[src/rtl/core/hrl_pkg.sv]
// ----------------------------------------------------------------------------
// hrl_pkg
// Shared constants, codes and controller/datapath types of the hex record
// loader.
// ----------------------------------------------------------------------------
package hrl_pkg;

   // record buffer size in bytes, range 1 to 255
   localparam int MAX_RECORD_BYTES = 32;

   // field widths
   localparam int LEN_W = 8;
   localparam int CMP_W = LEN_W + 1;
   localparam int CNT_W = $clog2(MAX_RECORD_BYTES + 6);
   localparam int IDX_W = (MAX_RECORD_BYTES > 1) ? $clog2(MAX_RECORD_BYTES) : 1;

   // bytes around the data field: length, two address bytes, type, checksum
   localparam int FRAME_BYTES = 5;
   localparam int HEADER_BYTES = 4;

   // characters and record types
   localparam logic [7:0] CHAR_COLON = 8'h3A;
   localparam logic [7:0] CHAR_SPACE = 8'h20;
   localparam logic [7:0] CHAR_TAB = 8'h09;
   localparam logic [7:0] CHAR_CR = 8'h0D;
   localparam logic [7:0] TYPE_DATA = 8'h00;
   localparam logic [7:0] TYPE_END = 8'h01;

   // result kinds
   typedef enum logic [2:0] {
      KIND_DATA        = 3'd0,
      KIND_DONE        = 3'd1,
      KIND_CSUM        = 3'd2,
      KIND_MALFORMED   = 3'd3,
      KIND_UNSUPPORTED = 3'd4,
      KIND_NO_END      = 3'd5
   } kind_type;

   // controller states
   typedef enum logic [2:0] {
      ST_IDLE,
      ST_RECORD,
      ST_READ,
      ST_WRITE,
      ST_HALT
   } state_type;

   // controller to datapath
   typedef struct packed {
      logic     start_record;
      logic     take_nibble;
      logic     take_byte;
      logic     emit_start;
      logic     emit_read;
      logic     emit_next;
      logic     result_load;
      kind_type result_kind;
   } cmd_type;

   // datapath to controller
   typedef struct packed {
      logic is_end;
      logic is_space;
      logic is_colon;
      logic is_hex;
      logic half_pending;
      logic byte_error;
      logic rec_malformed;
      logic sum_nonzero;
      logic type_end;
      logic type_data;
      logic length_zero;
      logic emit_last;
   } status_type;

endpackage

[src/rtl/core/hrl_req_if.sv]
// ----------------------------------------------------------------------------
// hrl_req_if
// Request channel: one text character or an end of text mark.
// ----------------------------------------------------------------------------
interface hrl_req_if;

   logic       valid;
   logic       ready;
   logic [7:0] character;
   logic       text_end;

   modport source (output valid, output character, output text_end, input ready);
   modport sink (input valid, input character, input text_end, output ready);

endinterface

[src/rtl/core/hrl_rsp_if.sv]
// ----------------------------------------------------------------------------
// hrl_rsp_if
// Result channel: data writes, completion and error reports.
// ----------------------------------------------------------------------------
interface hrl_rsp_if;

   logic        valid;
   logic        ready;
   logic [2:0]  kind;
   logic [15:0] address;
   logic [7:0]  data_byte;
   logic        last;

   modport source (output valid, output kind, output address, output data_byte,
                   output last, input ready);
   modport sink (input valid, input kind, input address, input data_byte,
                 input last, output ready);

endinterface

[src/rtl/core/hrl_ram.sv]
// ----------------------------------------------------------------------------
// hrl_ram
// Generic single write port, single read port RAM with registered read.
// ----------------------------------------------------------------------------
module hrl_ram #(
   parameter int WIDTH = 8,
   parameter int DEPTH = 32
) (
   input  logic                                          clock,
   input  logic                                          wr_en,
   input  logic [((DEPTH > 1) ? $clog2(DEPTH) : 1)-1:0] wr_addr,
   input  logic [WIDTH-1:0]                              wr_data,
   input  logic                                          rd_en,
   input  logic [((DEPTH > 1) ? $clog2(DEPTH) : 1)-1:0] rd_addr,
   output logic [WIDTH-1:0]                              rd_data
);

   logic [WIDTH-1:0] mem_ff [DEPTH];
   logic [WIDTH-1:0] rd_data_ff;

   // write port and registered read port
   always_ff @(posedge clock) begin
      if (wr_en) begin
         mem_ff[wr_addr] <= wr_data;
      end
      if (rd_en) begin
         rd_data_ff <= mem_ff[rd_addr];
      end
   end

   assign rd_data = rd_data_ff;

endmodule

[src/rtl/core/hrl_datapath.sv]
// ----------------------------------------------------------------------------
// hrl_datapath
// Character decode, record field registers, data buffer and result register.
// ----------------------------------------------------------------------------
module hrl_datapath (
   input  logic               clock,
   input  logic               reset,
   input  logic [7:0]         character,
   input  logic               text_end,
   input  hrl_pkg::cmd_type    cmd,
   output hrl_pkg::status_type sts,
   output logic [2:0]         rsp_kind,
   output logic [15:0]        rsp_address,
   output logic [7:0]         rsp_data_byte,
   output logic               rsp_last
);

   logic                      half_ff, half_in;
   logic [3:0]                nibble_ff, nibble_in;
   logic [hrl_pkg::CNT_W-1:0] count_ff, count_in;
   logic [7:0]                sum_ff, sum_in;
   logic [hrl_pkg::LEN_W-1:0] length_ff, length_in;
   logic [15:0]               address_ff, address_in;
   logic [7:0]                type_ff, type_in;
   logic [hrl_pkg::IDX_W-1:0] idx_ff, idx_in;
   logic [2:0]                kind_ff, kind_in;
   logic [15:0]               out_address_ff, out_address_in;
   logic [7:0]                out_data_ff, out_data_in;
   logic                      last_ff, last_in;

   logic [3:0]                hex_value;
   logic                      hex_ok;
   logic [7:0]                byte_value;
   logic [hrl_pkg::CMP_W-1:0] count_wide;
   logic [hrl_pkg::CMP_W-1:0] frame_len;
   logic [hrl_pkg::CNT_W-1:0] data_pos;
   logic                      data_wr;
   logic [7:0]                ram_rd_data;

   // hex digit decode
   always_comb begin
      hex_value = 4'd0;
      hex_ok = 1'b0;
      if (character >= 8'h30 && character <= 8'h39) begin
         hex_value = character[3:0];
         hex_ok = 1'b1;
      end else if ((character >= 8'h41 && character <= 8'h46) ||
                   (character >= 8'h61 && character <= 8'h66)) begin
         hex_value = character[3:0] + 4'd9;
         hex_ok = 1'b1;
      end
   end

   assign byte_value = {nibble_ff, hex_value};
   assign count_wide = hrl_pkg::CMP_W'(count_ff);
   assign frame_len = hrl_pkg::CMP_W'(length_ff) + hrl_pkg::CMP_W'(hrl_pkg::FRAME_BYTES);
   assign data_pos = count_ff - hrl_pkg::CNT_W'(hrl_pkg::HEADER_BYTES);
   assign data_wr = cmd.take_byte && (count_ff >= hrl_pkg::CNT_W'(hrl_pkg::HEADER_BYTES)) &&
                    (hrl_pkg::CMP_W'(data_pos) < hrl_pkg::CMP_W'(length_ff));

   // status toward the controller
   always_comb begin
      sts.is_end = text_end;
      sts.is_space = (character == hrl_pkg::CHAR_SPACE) ||
                     (character >= hrl_pkg::CHAR_TAB && character <= hrl_pkg::CHAR_CR);
      sts.is_colon = (character == hrl_pkg::CHAR_COLON);
      sts.is_hex = hex_ok;
      sts.half_pending = half_ff;
      sts.byte_error = (count_ff == '0) ?
                       (byte_value > 8'(hrl_pkg::MAX_RECORD_BYTES)) :
                       (count_wide >= frame_len);
      sts.rec_malformed = half_ff || (count_ff == '0) || (count_wide != frame_len);
      sts.sum_nonzero = (sum_ff != 8'd0);
      sts.type_end = (type_ff == hrl_pkg::TYPE_END);
      sts.type_data = (type_ff == hrl_pkg::TYPE_DATA);
      sts.length_zero = (length_ff == '0);
      sts.emit_last = (hrl_pkg::CMP_W'(idx_ff) + hrl_pkg::CMP_W'(1)) ==
                      hrl_pkg::CMP_W'(length_ff);
   end

   // record field updates
   always_comb begin
      half_in = half_ff;
      nibble_in = nibble_ff;
      count_in = count_ff;
      sum_in = sum_ff;
      length_in = length_ff;
      address_in = address_ff;
      type_in = type_ff;
      idx_in = idx_ff;
      if (cmd.start_record) begin
         half_in = 1'b0;
         nibble_in = 4'd0;
         count_in = '0;
         sum_in = 8'd0;
         length_in = '0;
         address_in = 16'd0;
         type_in = 8'd0;
      end
      if (cmd.take_nibble) begin
         nibble_in = hex_value;
         half_in = 1'b1;
      end
      if (cmd.take_byte) begin
         half_in = 1'b0;
         sum_in = sum_ff + byte_value;
         count_in = count_ff + hrl_pkg::CNT_W'(1);
         if (count_ff == hrl_pkg::CNT_W'(0)) begin
            length_in = byte_value;
         end else if (count_ff == hrl_pkg::CNT_W'(1)) begin
            address_in = {byte_value, address_ff[7:0]};
         end else if (count_ff == hrl_pkg::CNT_W'(2)) begin
            address_in = {address_ff[15:8], byte_value};
         end else if (count_ff == hrl_pkg::CNT_W'(3)) begin
            type_in = byte_value;
         end
      end
      if (cmd.emit_start) begin
         idx_in = '0;
      end else if (cmd.emit_next) begin
         idx_in = idx_ff + hrl_pkg::IDX_W'(1);
      end
   end

   // result payload
   always_comb begin
      kind_in = kind_ff;
      out_address_in = out_address_ff;
      out_data_in = out_data_ff;
      last_in = last_ff;
      if (cmd.result_load) begin
         kind_in = cmd.result_kind;
         if (cmd.result_kind == hrl_pkg::KIND_DATA) begin
            out_address_in = address_ff + 16'(idx_ff);
            out_data_in = ram_rd_data;
            last_in = sts.emit_last;
         end else begin
            out_address_in = 16'd0;
            out_data_in = 8'd0;
            last_in = 1'b1;
         end
      end
   end

   // control-like counters get reset
   always_ff @(posedge clock) begin
      if (reset) begin
         half_ff <= 1'b0;
         count_ff <= '0;
         sum_ff <= 8'd0;
      end else begin
         half_ff <= half_in;
         count_ff <= count_in;
         sum_ff <= sum_in;
      end
   end

   // payload registers
   always_ff @(posedge clock) begin
      nibble_ff <= nibble_in;
      length_ff <= length_in;
      address_ff <= address_in;
      type_ff <= type_in;
      idx_ff <= idx_in;
      kind_ff <= kind_in;
      out_address_ff <= out_address_in;
      out_data_ff <= out_data_in;
      last_ff <= last_in;
   end

   // record data buffer
   hrl_ram #(
      .WIDTH (8),
      .DEPTH (hrl_pkg::MAX_RECORD_BYTES)
   ) data_ram (
      .clock   (clock),
      .wr_en   (data_wr),
      .wr_addr (data_pos[hrl_pkg::IDX_W-1:0]),
      .wr_data (byte_value),
      .rd_en   (cmd.emit_read),
      .rd_addr (idx_ff),
      .rd_data (ram_rd_data)
   );

   assign rsp_kind = kind_ff;
   assign rsp_address = out_address_ff;
   assign rsp_data_byte = out_data_ff;
   assign rsp_last = last_ff;

endmodule

[src/rtl/core/hrl_ctrl.sv]
// ----------------------------------------------------------------------------
// hrl_ctrl
// Record parser state machine and result valid register.
// ----------------------------------------------------------------------------
module hrl_ctrl (
   input  logic               clock,
   input  logic               reset,
   input  logic               req_valid,
   output logic               req_ready,
   output logic               rsp_valid,
   input  logic               rsp_ready,
   input  hrl_pkg::status_type sts,
   output hrl_pkg::cmd_type    cmd
);

   hrl_pkg::state_type state_ff, state_in;
   logic               rsp_valid_ff, rsp_valid_in;
   logic               out_free;
   logic               req_fire;

   assign out_free = !rsp_valid_ff || rsp_ready;
   assign req_ready = (state_ff == hrl_pkg::ST_HALT) ||
                      (((state_ff == hrl_pkg::ST_IDLE) || (state_ff == hrl_pkg::ST_RECORD)) &&
                       out_free);
   assign req_fire = req_valid && req_ready;

   // state register
   always_ff @(posedge clock) begin
      if (reset) begin
         state_ff <= hrl_pkg::ST_IDLE;
      end else begin
         state_ff <= state_in;
      end
   end

   // next state and commands
   always_comb begin
      state_in = state_ff;
      cmd = '0;
      unique case (state_ff)
         hrl_pkg::ST_IDLE: begin
            if (req_fire) begin
               priority if (sts.is_end) begin
                  cmd.result_load = 1'b1;
                  cmd.result_kind = hrl_pkg::KIND_NO_END;
                  state_in = hrl_pkg::ST_HALT;
               end else if (sts.is_space) begin
                  state_in = hrl_pkg::ST_IDLE;
               end else if (sts.is_colon) begin
                  cmd.start_record = 1'b1;
                  state_in = hrl_pkg::ST_RECORD;
               end else begin
                  cmd.result_load = 1'b1;
                  cmd.result_kind = hrl_pkg::KIND_MALFORMED;
                  state_in = hrl_pkg::ST_HALT;
               end
            end
         end
         hrl_pkg::ST_RECORD: begin
            if (req_fire) begin
               if (sts.is_end || sts.is_space) begin
                  // record end checks
                  priority if (sts.rec_malformed) begin
                     cmd.result_load = 1'b1;
                     cmd.result_kind = hrl_pkg::KIND_MALFORMED;
                     state_in = hrl_pkg::ST_HALT;
                  end else if (sts.sum_nonzero) begin
                     cmd.result_load = 1'b1;
                     cmd.result_kind = hrl_pkg::KIND_CSUM;
                     state_in = hrl_pkg::ST_HALT;
                  end else if (sts.type_end) begin
                     cmd.result_load = 1'b1;
                     cmd.result_kind = hrl_pkg::KIND_DONE;
                     state_in = hrl_pkg::ST_HALT;
                  end else if (!sts.type_data) begin
                     cmd.result_load = 1'b1;
                     cmd.result_kind = hrl_pkg::KIND_UNSUPPORTED;
                     state_in = hrl_pkg::ST_HALT;
                  end else if (sts.is_end) begin
                     cmd.result_load = 1'b1;
                     cmd.result_kind = hrl_pkg::KIND_NO_END;
                     state_in = hrl_pkg::ST_HALT;
                  end else if (sts.length_zero) begin
                     state_in = hrl_pkg::ST_IDLE;
                  end else begin
                     cmd.emit_start = 1'b1;
                     state_in = hrl_pkg::ST_READ;
                  end
               end else if (!sts.is_hex) begin
                  cmd.result_load = 1'b1;
                  cmd.result_kind = hrl_pkg::KIND_MALFORMED;
                  state_in = hrl_pkg::ST_HALT;
               end else if (!sts.half_pending) begin
                  cmd.take_nibble = 1'b1;
               end else if (sts.byte_error) begin
                  cmd.result_load = 1'b1;
                  cmd.result_kind = hrl_pkg::KIND_MALFORMED;
                  state_in = hrl_pkg::ST_HALT;
               end else begin
                  cmd.take_byte = 1'b1;
               end
            end
         end
         hrl_pkg::ST_READ: begin
            // fetch the next buffered byte
            cmd.emit_read = 1'b1;
            state_in = hrl_pkg::ST_WRITE;
         end
         hrl_pkg::ST_WRITE: begin
            if (out_free) begin
               cmd.result_load = 1'b1;
               cmd.result_kind = hrl_pkg::KIND_DATA;
               if (sts.emit_last) begin
                  state_in = hrl_pkg::ST_IDLE;
               end else begin
                  cmd.emit_next = 1'b1;
                  state_in = hrl_pkg::ST_READ;
               end
            end
         end
         hrl_pkg::ST_HALT: begin
            state_in = hrl_pkg::ST_HALT;
         end
         default: begin
            state_in = hrl_pkg::ST_HALT;
         end
      endcase
   end

   // result valid register
   always_comb begin
      rsp_valid_in = rsp_valid_ff;
      if (cmd.result_load) begin
         rsp_valid_in = 1'b1;
      end else if (rsp_ready) begin
         rsp_valid_in = 1'b0;
      end
   end

   always_ff @(posedge clock) begin
      if (reset) begin
         rsp_valid_ff <= 1'b0;
      end else begin
         rsp_valid_ff <= rsp_valid_in;
      end
   end

   assign rsp_valid = rsp_valid_ff;

   // a result is only loaded into a free output register
   assert property (@(posedge clock) disable iff (reset)
      cmd.result_load |-> out_free)
      else $error("result loaded over a pending result");

   // completion and error reports halt the parser
   assert property (@(posedge clock) disable iff (reset)
      cmd.result_load && (cmd.result_kind != hrl_pkg::KIND_DATA) |=>
      state_ff == hrl_pkg::ST_HALT)
      else $error("parser did not halt after a report");

   // once halted and drained, no result appears
   assert property (@(posedge clock) disable iff (reset)
      (state_ff == hrl_pkg::ST_HALT) && !rsp_valid_ff |=> !rsp_valid_ff)
      else $error("result produced while halted");

   // a buffer read is always followed by its write result step
   assert property (@(posedge clock) disable iff (reset)
      cmd.emit_read |=> state_ff == hrl_pkg::ST_WRITE)
      else $error("buffer read not followed by write step");

   // requests are never taken during the write burst
   assert property (@(posedge clock) disable iff (reset)
      (state_ff == hrl_pkg::ST_WRITE) && !out_free |=> !$past(req_fire))
      else $error("request taken during write burst");

endmodule

[src/rtl/core/hex_record_loader.sv]
// ----------------------------------------------------------------------------
// hex_record_loader
// Intel HEX text parser: one character per request, data writes and reports
// as results.
// Results: a report is registered and shows on the result port in the cycle
// after the request that causes it; once a data record's ending whitespace is
// taken, its writes follow one by one, each a buffer read and then a result
// register load, with requests stalled for the burst.
// Throughput: one character per cycle while the result register is free.
// Reset (synchronous): parser idle between records, no result pending; the
// record buffer is not cleared, entries are read only after being written.
// ----------------------------------------------------------------------------
module hex_record_loader (
   input  logic          clock,
   input  logic          reset,
   hrl_req_if.sink       req_ch,
   hrl_rsp_if.source     rsp_ch
);

   hrl_pkg::cmd_type    cmd;
   hrl_pkg::status_type sts;

   // control
   hrl_ctrl ctrl (
      .clock     (clock),
      .reset     (reset),
      .req_valid (req_ch.valid),
      .req_ready (req_ch.ready),
      .rsp_valid (rsp_ch.valid),
      .rsp_ready (rsp_ch.ready),
      .sts       (sts),
      .cmd       (cmd)
   );

   // fields, buffer and result payload
   hrl_datapath datapath (
      .clock         (clock),
      .reset         (reset),
      .character     (req_ch.character),
      .text_end      (req_ch.text_end),
      .cmd           (cmd),
      .sts           (sts),
      .rsp_kind      (rsp_ch.kind),
      .rsp_address   (rsp_ch.address),
      .rsp_data_byte (rsp_ch.data_byte),
      .rsp_last      (rsp_ch.last)
   );

endmodule

[src/flat_wrapper.sv]
// flat-port wrapper written by rule: the top's interface ports become plain ports
module hex_record_loader_flat 
  (clock, reset, req_ch_valid, req_ch_character, req_ch_text_end, req_ch_ready, rsp_ch_valid, rsp_ch_kind, rsp_ch_address, rsp_ch_data_byte, rsp_ch_last, rsp_ch_ready);
  hrl_req_if req_ch_i ();
  hrl_rsp_if rsp_ch_i ();
  input  logic clock;
  input  logic reset;
  input wire logic [$bits(req_ch_i.valid)-1:0] req_ch_valid;
  input wire logic [$bits(req_ch_i.character)-1:0] req_ch_character;
  input wire logic [$bits(req_ch_i.text_end)-1:0] req_ch_text_end;
  output wire logic [$bits(req_ch_i.ready)-1:0] req_ch_ready;
  output wire logic [$bits(rsp_ch_i.valid)-1:0] rsp_ch_valid;
  output wire logic [$bits(rsp_ch_i.kind)-1:0] rsp_ch_kind;
  output wire logic [$bits(rsp_ch_i.address)-1:0] rsp_ch_address;
  output wire logic [$bits(rsp_ch_i.data_byte)-1:0] rsp_ch_data_byte;
  output wire logic [$bits(rsp_ch_i.last)-1:0] rsp_ch_last;
  input wire logic [$bits(rsp_ch_i.ready)-1:0] rsp_ch_ready;
  assign req_ch_i.valid = req_ch_valid;
  assign req_ch_i.character = req_ch_character;
  assign req_ch_i.text_end = req_ch_text_end;
  assign req_ch_ready = req_ch_i.ready;
  assign rsp_ch_valid = rsp_ch_i.valid;
  assign rsp_ch_kind = rsp_ch_i.kind;
  assign rsp_ch_address = rsp_ch_i.address;
  assign rsp_ch_data_byte = rsp_ch_i.data_byte;
  assign rsp_ch_last = rsp_ch_i.last;
  assign rsp_ch_i.ready = rsp_ch_ready;
  hex_record_loader u_core (.clock(clock), .reset(reset), .req_ch(req_ch_i), .rsp_ch(rsp_ch_i));
endmodule
[config.mk]
export PLATFORM = sky130hd
export DESIGN_NAME = hex_record_loader_flat
export DESIGN_NICKNAME = d
export VERILOG_FILES = /design/src/rtl/core/hrl_pkg.sv /design/src/rtl/core/hrl_req_if.sv /design/src/rtl/core/hrl_rsp_if.sv /design/src/rtl/core/hrl_ram.sv /design/src/rtl/core/hrl_datapath.sv /design/src/rtl/core/hrl_ctrl.sv /design/src/rtl/core/hex_record_loader.sv /design/src/flat_wrapper.sv
export SDC_FILE = /design/constraint.sdc
export NUM_CORES = 1
export LEC_CHECK = 0
export BUFFER_PORTS_ARGS = -buffer_cell sky130_fd_sc_hd__buf_2
export CORE_MARGIN = 4
export CORE_UTILIZATION = 35
export DETAILED_ROUTE_END_ITERATION = 8
export GPL_TIMING_DRIVEN = 0
export PLACE_DENSITY = 0.54
export REMOVE_ABC_BUFFERS = 1
export SKIP_CTS_REPAIR_TIMING = 1
export SLEW_MARGIN = 20
export SYNTH_ARGS = -nofsm -noshare
export SYNTH_HDL_FRONTEND = slang
export SYNTH_SLANG_ARGS = --single-unit
[constraint.sdc]
create_clock -name clock -period 3.89 [get_ports clock]
set_input_delay 0 -clock clock [delete_from_list [all_inputs] [get_ports clock]]
set_output_delay 0 -clock clock [all_outputs]
set_load 0.02 [all_outputs]
==> impl_metrics.yaml <==
yosys:
  synth-simple-area-share: 0.08796
  synthAdderAreaFrac: 0.03467
  ys_seq_elements: 352
  synth_top_family_by_area: "multiplexers"
  yosysWarnings: 0
  synth.most_common_cell: "edfxtp_1"
  synth_area_um2: 15590
  synth_ff_type: "edfxtp_1"
  yosysTopAreaCellShare: 0.6010
  syn_inst: 995
  synthTopCellsByArea: "edfxtp_1 60%, mux4_2 12%, dfxtp_1 5.1%"
  synthMuxAreaShare: 0.1233
  seq_area_frac_synth: 0.6523
  yosysUniqueCellTypes: 69
  synth_top_cell_by_area: "edfxtp_1"
  synth_enable_flop_cells: 312
  synth_common_cells: "312 x edfxtp_1, 80 x mux4_2, 53 x nor2_1"
  avgSynthCellArea_um2: 15.67
  synth-compound-area-share: 0.05522
  async_reset_ff_frac: 0
  synth_xor_area_frac: 0.02079
timing:
  final-setup-viol-count: 0
  max_freq_mhz: 268.4
  finalHoldViolCount: 1
  slew_viol_final: 0
  relSlewSlack: 0.4172
  period_share: 0.9579
  whs_ns: -0.02758
  worstMarginPinSlew_ns: 0.8742
  finClkSkew_ns: 0.01422
  rsz0062_at_grt: "true"
  period_needed_ns: 3.726
clocking:
  clock_tree.buffer_depth: 3
  cts_inserted_buffers: 37
  cts.clk_slew.worst_paths_ns: 0.07
  clock_latency_ns: 0.53
  cts_tree: "built"
  cts.htree.levels: 2
  cts_sinks: 352
  root_buffer: "clkbuf_16"
grt:
  grt_max_degree: 46
  grtUsageTotal: 0.1482
  overflow: 0
  antenna_found_initial: 0
  grt_pass1_vias: 8936
  grt_pass1_wl_mm: 54.41
worst_hold_path:
  hp-class: "in2reg"
placement:
  place_congestion: 0.7838
  dp_cells: 1623
  numPortBuffers: 42
  place_hpwl_mm: 23.76
  placed_cell_area_um2: 16960
final_layout:
  design_area_um2: 18550
  final_core_util: 0.4203
  fillers: 4011
  num_antenna_cells: 0
  areaGrowthSynthToFinish_pct: 18.97
  drive_above_1_share: 0.2648
  fin_cells: 1706
  fin_nets: 1144
power:
  p_leak_nw: 6.442
  ir_drop_mv: 0.2661
  combPwrFrac: 0.022
  p_per_area_nw_per_um2: 413.2
  seqPwrFrac: 0.535
  switching_share: 0.2027
  p_sw_mw: 1.554
  cell_internal_pwr_mw: 6.110
  pwr-share-clk: 0.443
route:
  drtPass1Iterations: 5
  drc: 0
  wire_per_inst_um: 21.14
  viasPerCell: 5.220
  wl_mm: 36.07
  vias: 8906
  ant_nets: 0
  drt_iter0_markers: 743
critical_path:
  critPathCaptureType: "flip-flop"
  path_class: "reg2reg"
  cp_data_required_time_ns: 4.12
  critPathMaxFanout: 11
  cp-start-kind: "flip-flop"
  critPathArrivalTime_ns: 3.95
floorplan:
  rows: 77
  coreArea_um2: 44120
  die_area_um2: 47980
  die_w_um: 219.1
  die_y_um: 219.1
  initial_core_util: 0.3533
  io_pins: 43
outcome:
  violations: "hold timing"
  status: "finished with violations"
job:
  cap_violations: 0
[layout by cell type, fill, tap and decap left out, types with 22 or more instances in the layout]
cell,netlist,routed
nor4_4,1,25
buf_2,9,63
ha_1,40,40
edfxtp_1,312,312
mux4_2,80,80
buf_4,2,22
nand3_1,51,51
o21ai_0,26,26
nand2_1,30,29
inv_1,45,41
xnor2_1,22,22
nor2_1,53,53
clkbuf_16,0,38
a21oi_1,26,26
dfxtp_1,40,35
[critical path, cell delays in order, from the launching register on]
cell      delay, ns
dfxtp_1        0.45
ha_1           0.27
xor2_1         0.21
ha_1           0.28
a211o_1        0.26
a31oi_1        0.15
o21ai_0        0.18
a221oi_4       0.29
buf_12         0.19
nand3_4        0.30
nor4_4         0.54
buf_2          0.29
[metal layers]
metal / global-route usage / vias up / routed length (µm)
met5: 0 / - / 0
met2: 0.2521 / 157 / 18040
met3: 0.02174 / 49 / 1184
met4: 0.04319 / 0 / 918
met1: 0.1985 / 4573 / 15930
li1: - / 4127 / -
[sequential cells by signal, summed over array words and instances (netlist names)]
name                              flops
u_core.datapath.data_ram.mem_ff     256
u_core.ctrl.rsp_valid                 1
u_core.datapath.rsp_kind              3
u_core.datapath.type_ff               8
u_core.ctrl.state_ff                  3
u_core.datapath.count_ff              6
u_core.datapath.data_ram.rd_data      8
u_core.datapath.length_ff             8
u_core.datapath.half_ff               1
u_core.datapath.idx_ff                5
u_core.datapath.address_ff           16
u_core.datapath.sum_ff                8
u_core.datapath.rsp_address          16
u_core.datapath.rsp_last              1
u_core.datapath.rsp_data_byte         8
u_core.datapath.nibble_ff             4
[area by class of cell]
class | instances | area, µm² | area share
Tap cell | 592 | 740.7 | 0.03994
Inverter | 49 | 183.9 | 0.009916
Sequential cell | 352 | 10180 | 0.5489
Multi-Input combinational cell | 548 | 5507 | 0.2969
Timing Repair Buffer | 101 | 770.7 | 0.04155
Clock inverter | 18 | 163.9 | 0.008837
Clock buffer | 46 | 1001 | 0.05397
[power groups by stage]
stage          Combinational (mW)  Clock, mW  Sequential, mW
6_report                    0.169       3.40            4.10
5_1_grt                     0.183       3.65            4.10
4_1_cts                     0.164       3.48            4.10
3_5_place_dp                0.163          0            4.18
3_3_place_gp                0.153          0            4.18
2_1_floorplan              0.0607          0            4.21
[per-stage QoR]
stage	worst slack, ns	TNS [ns]	power, mW
after floorplan	-0.8542	-16.40	4.267
after global placement	-2.414	-368.58	4.335
after detailed placement	-0.5559	-81.90	4.342
after CTS	-0.5918	-86.09	7.744
after global routing	-0.03956	-0.4005	7.928
final	0.1639	0	7.663
[path summary, 6_finish.rpt]
check                           depth (start not counted)  slack (ns)                                         endpoint                              startpoint
worst max-delay path                                   11        0.16  u_core.datapath.data_ram.mem_ff[2][2]$_DFFE_PP_    u_core.datapath.length_ff[1]$_DFF_P_
worst min-delay path                                    3       -0.03       u_core.datapath.nibble_ff[3]$_SDFFCE_PN0P_                     req_ch_character[3]
worst max register to register                         11        0.16  u_core.datapath.data_ram.mem_ff[2][2]$_DFFE_PP_    u_core.datapath.length_ff[1]$_DFF_P_
worst min register to register                          1        0.47           u_core.datapath.sum_ff[7]$_SDFFE_PP0P_  u_core.datapath.sum_ff[7]$_SDFFE_PP0P_
[cells by family after synthesis]
kind of cell | Yosys count
simple gates | 250
buf+inv | 98
fa+ha+maj | 42
xor+xnor | 37
compound gates | 125
flops | 352
mux | 91
No activity file was read; power rests on OpenSTA's default activity.
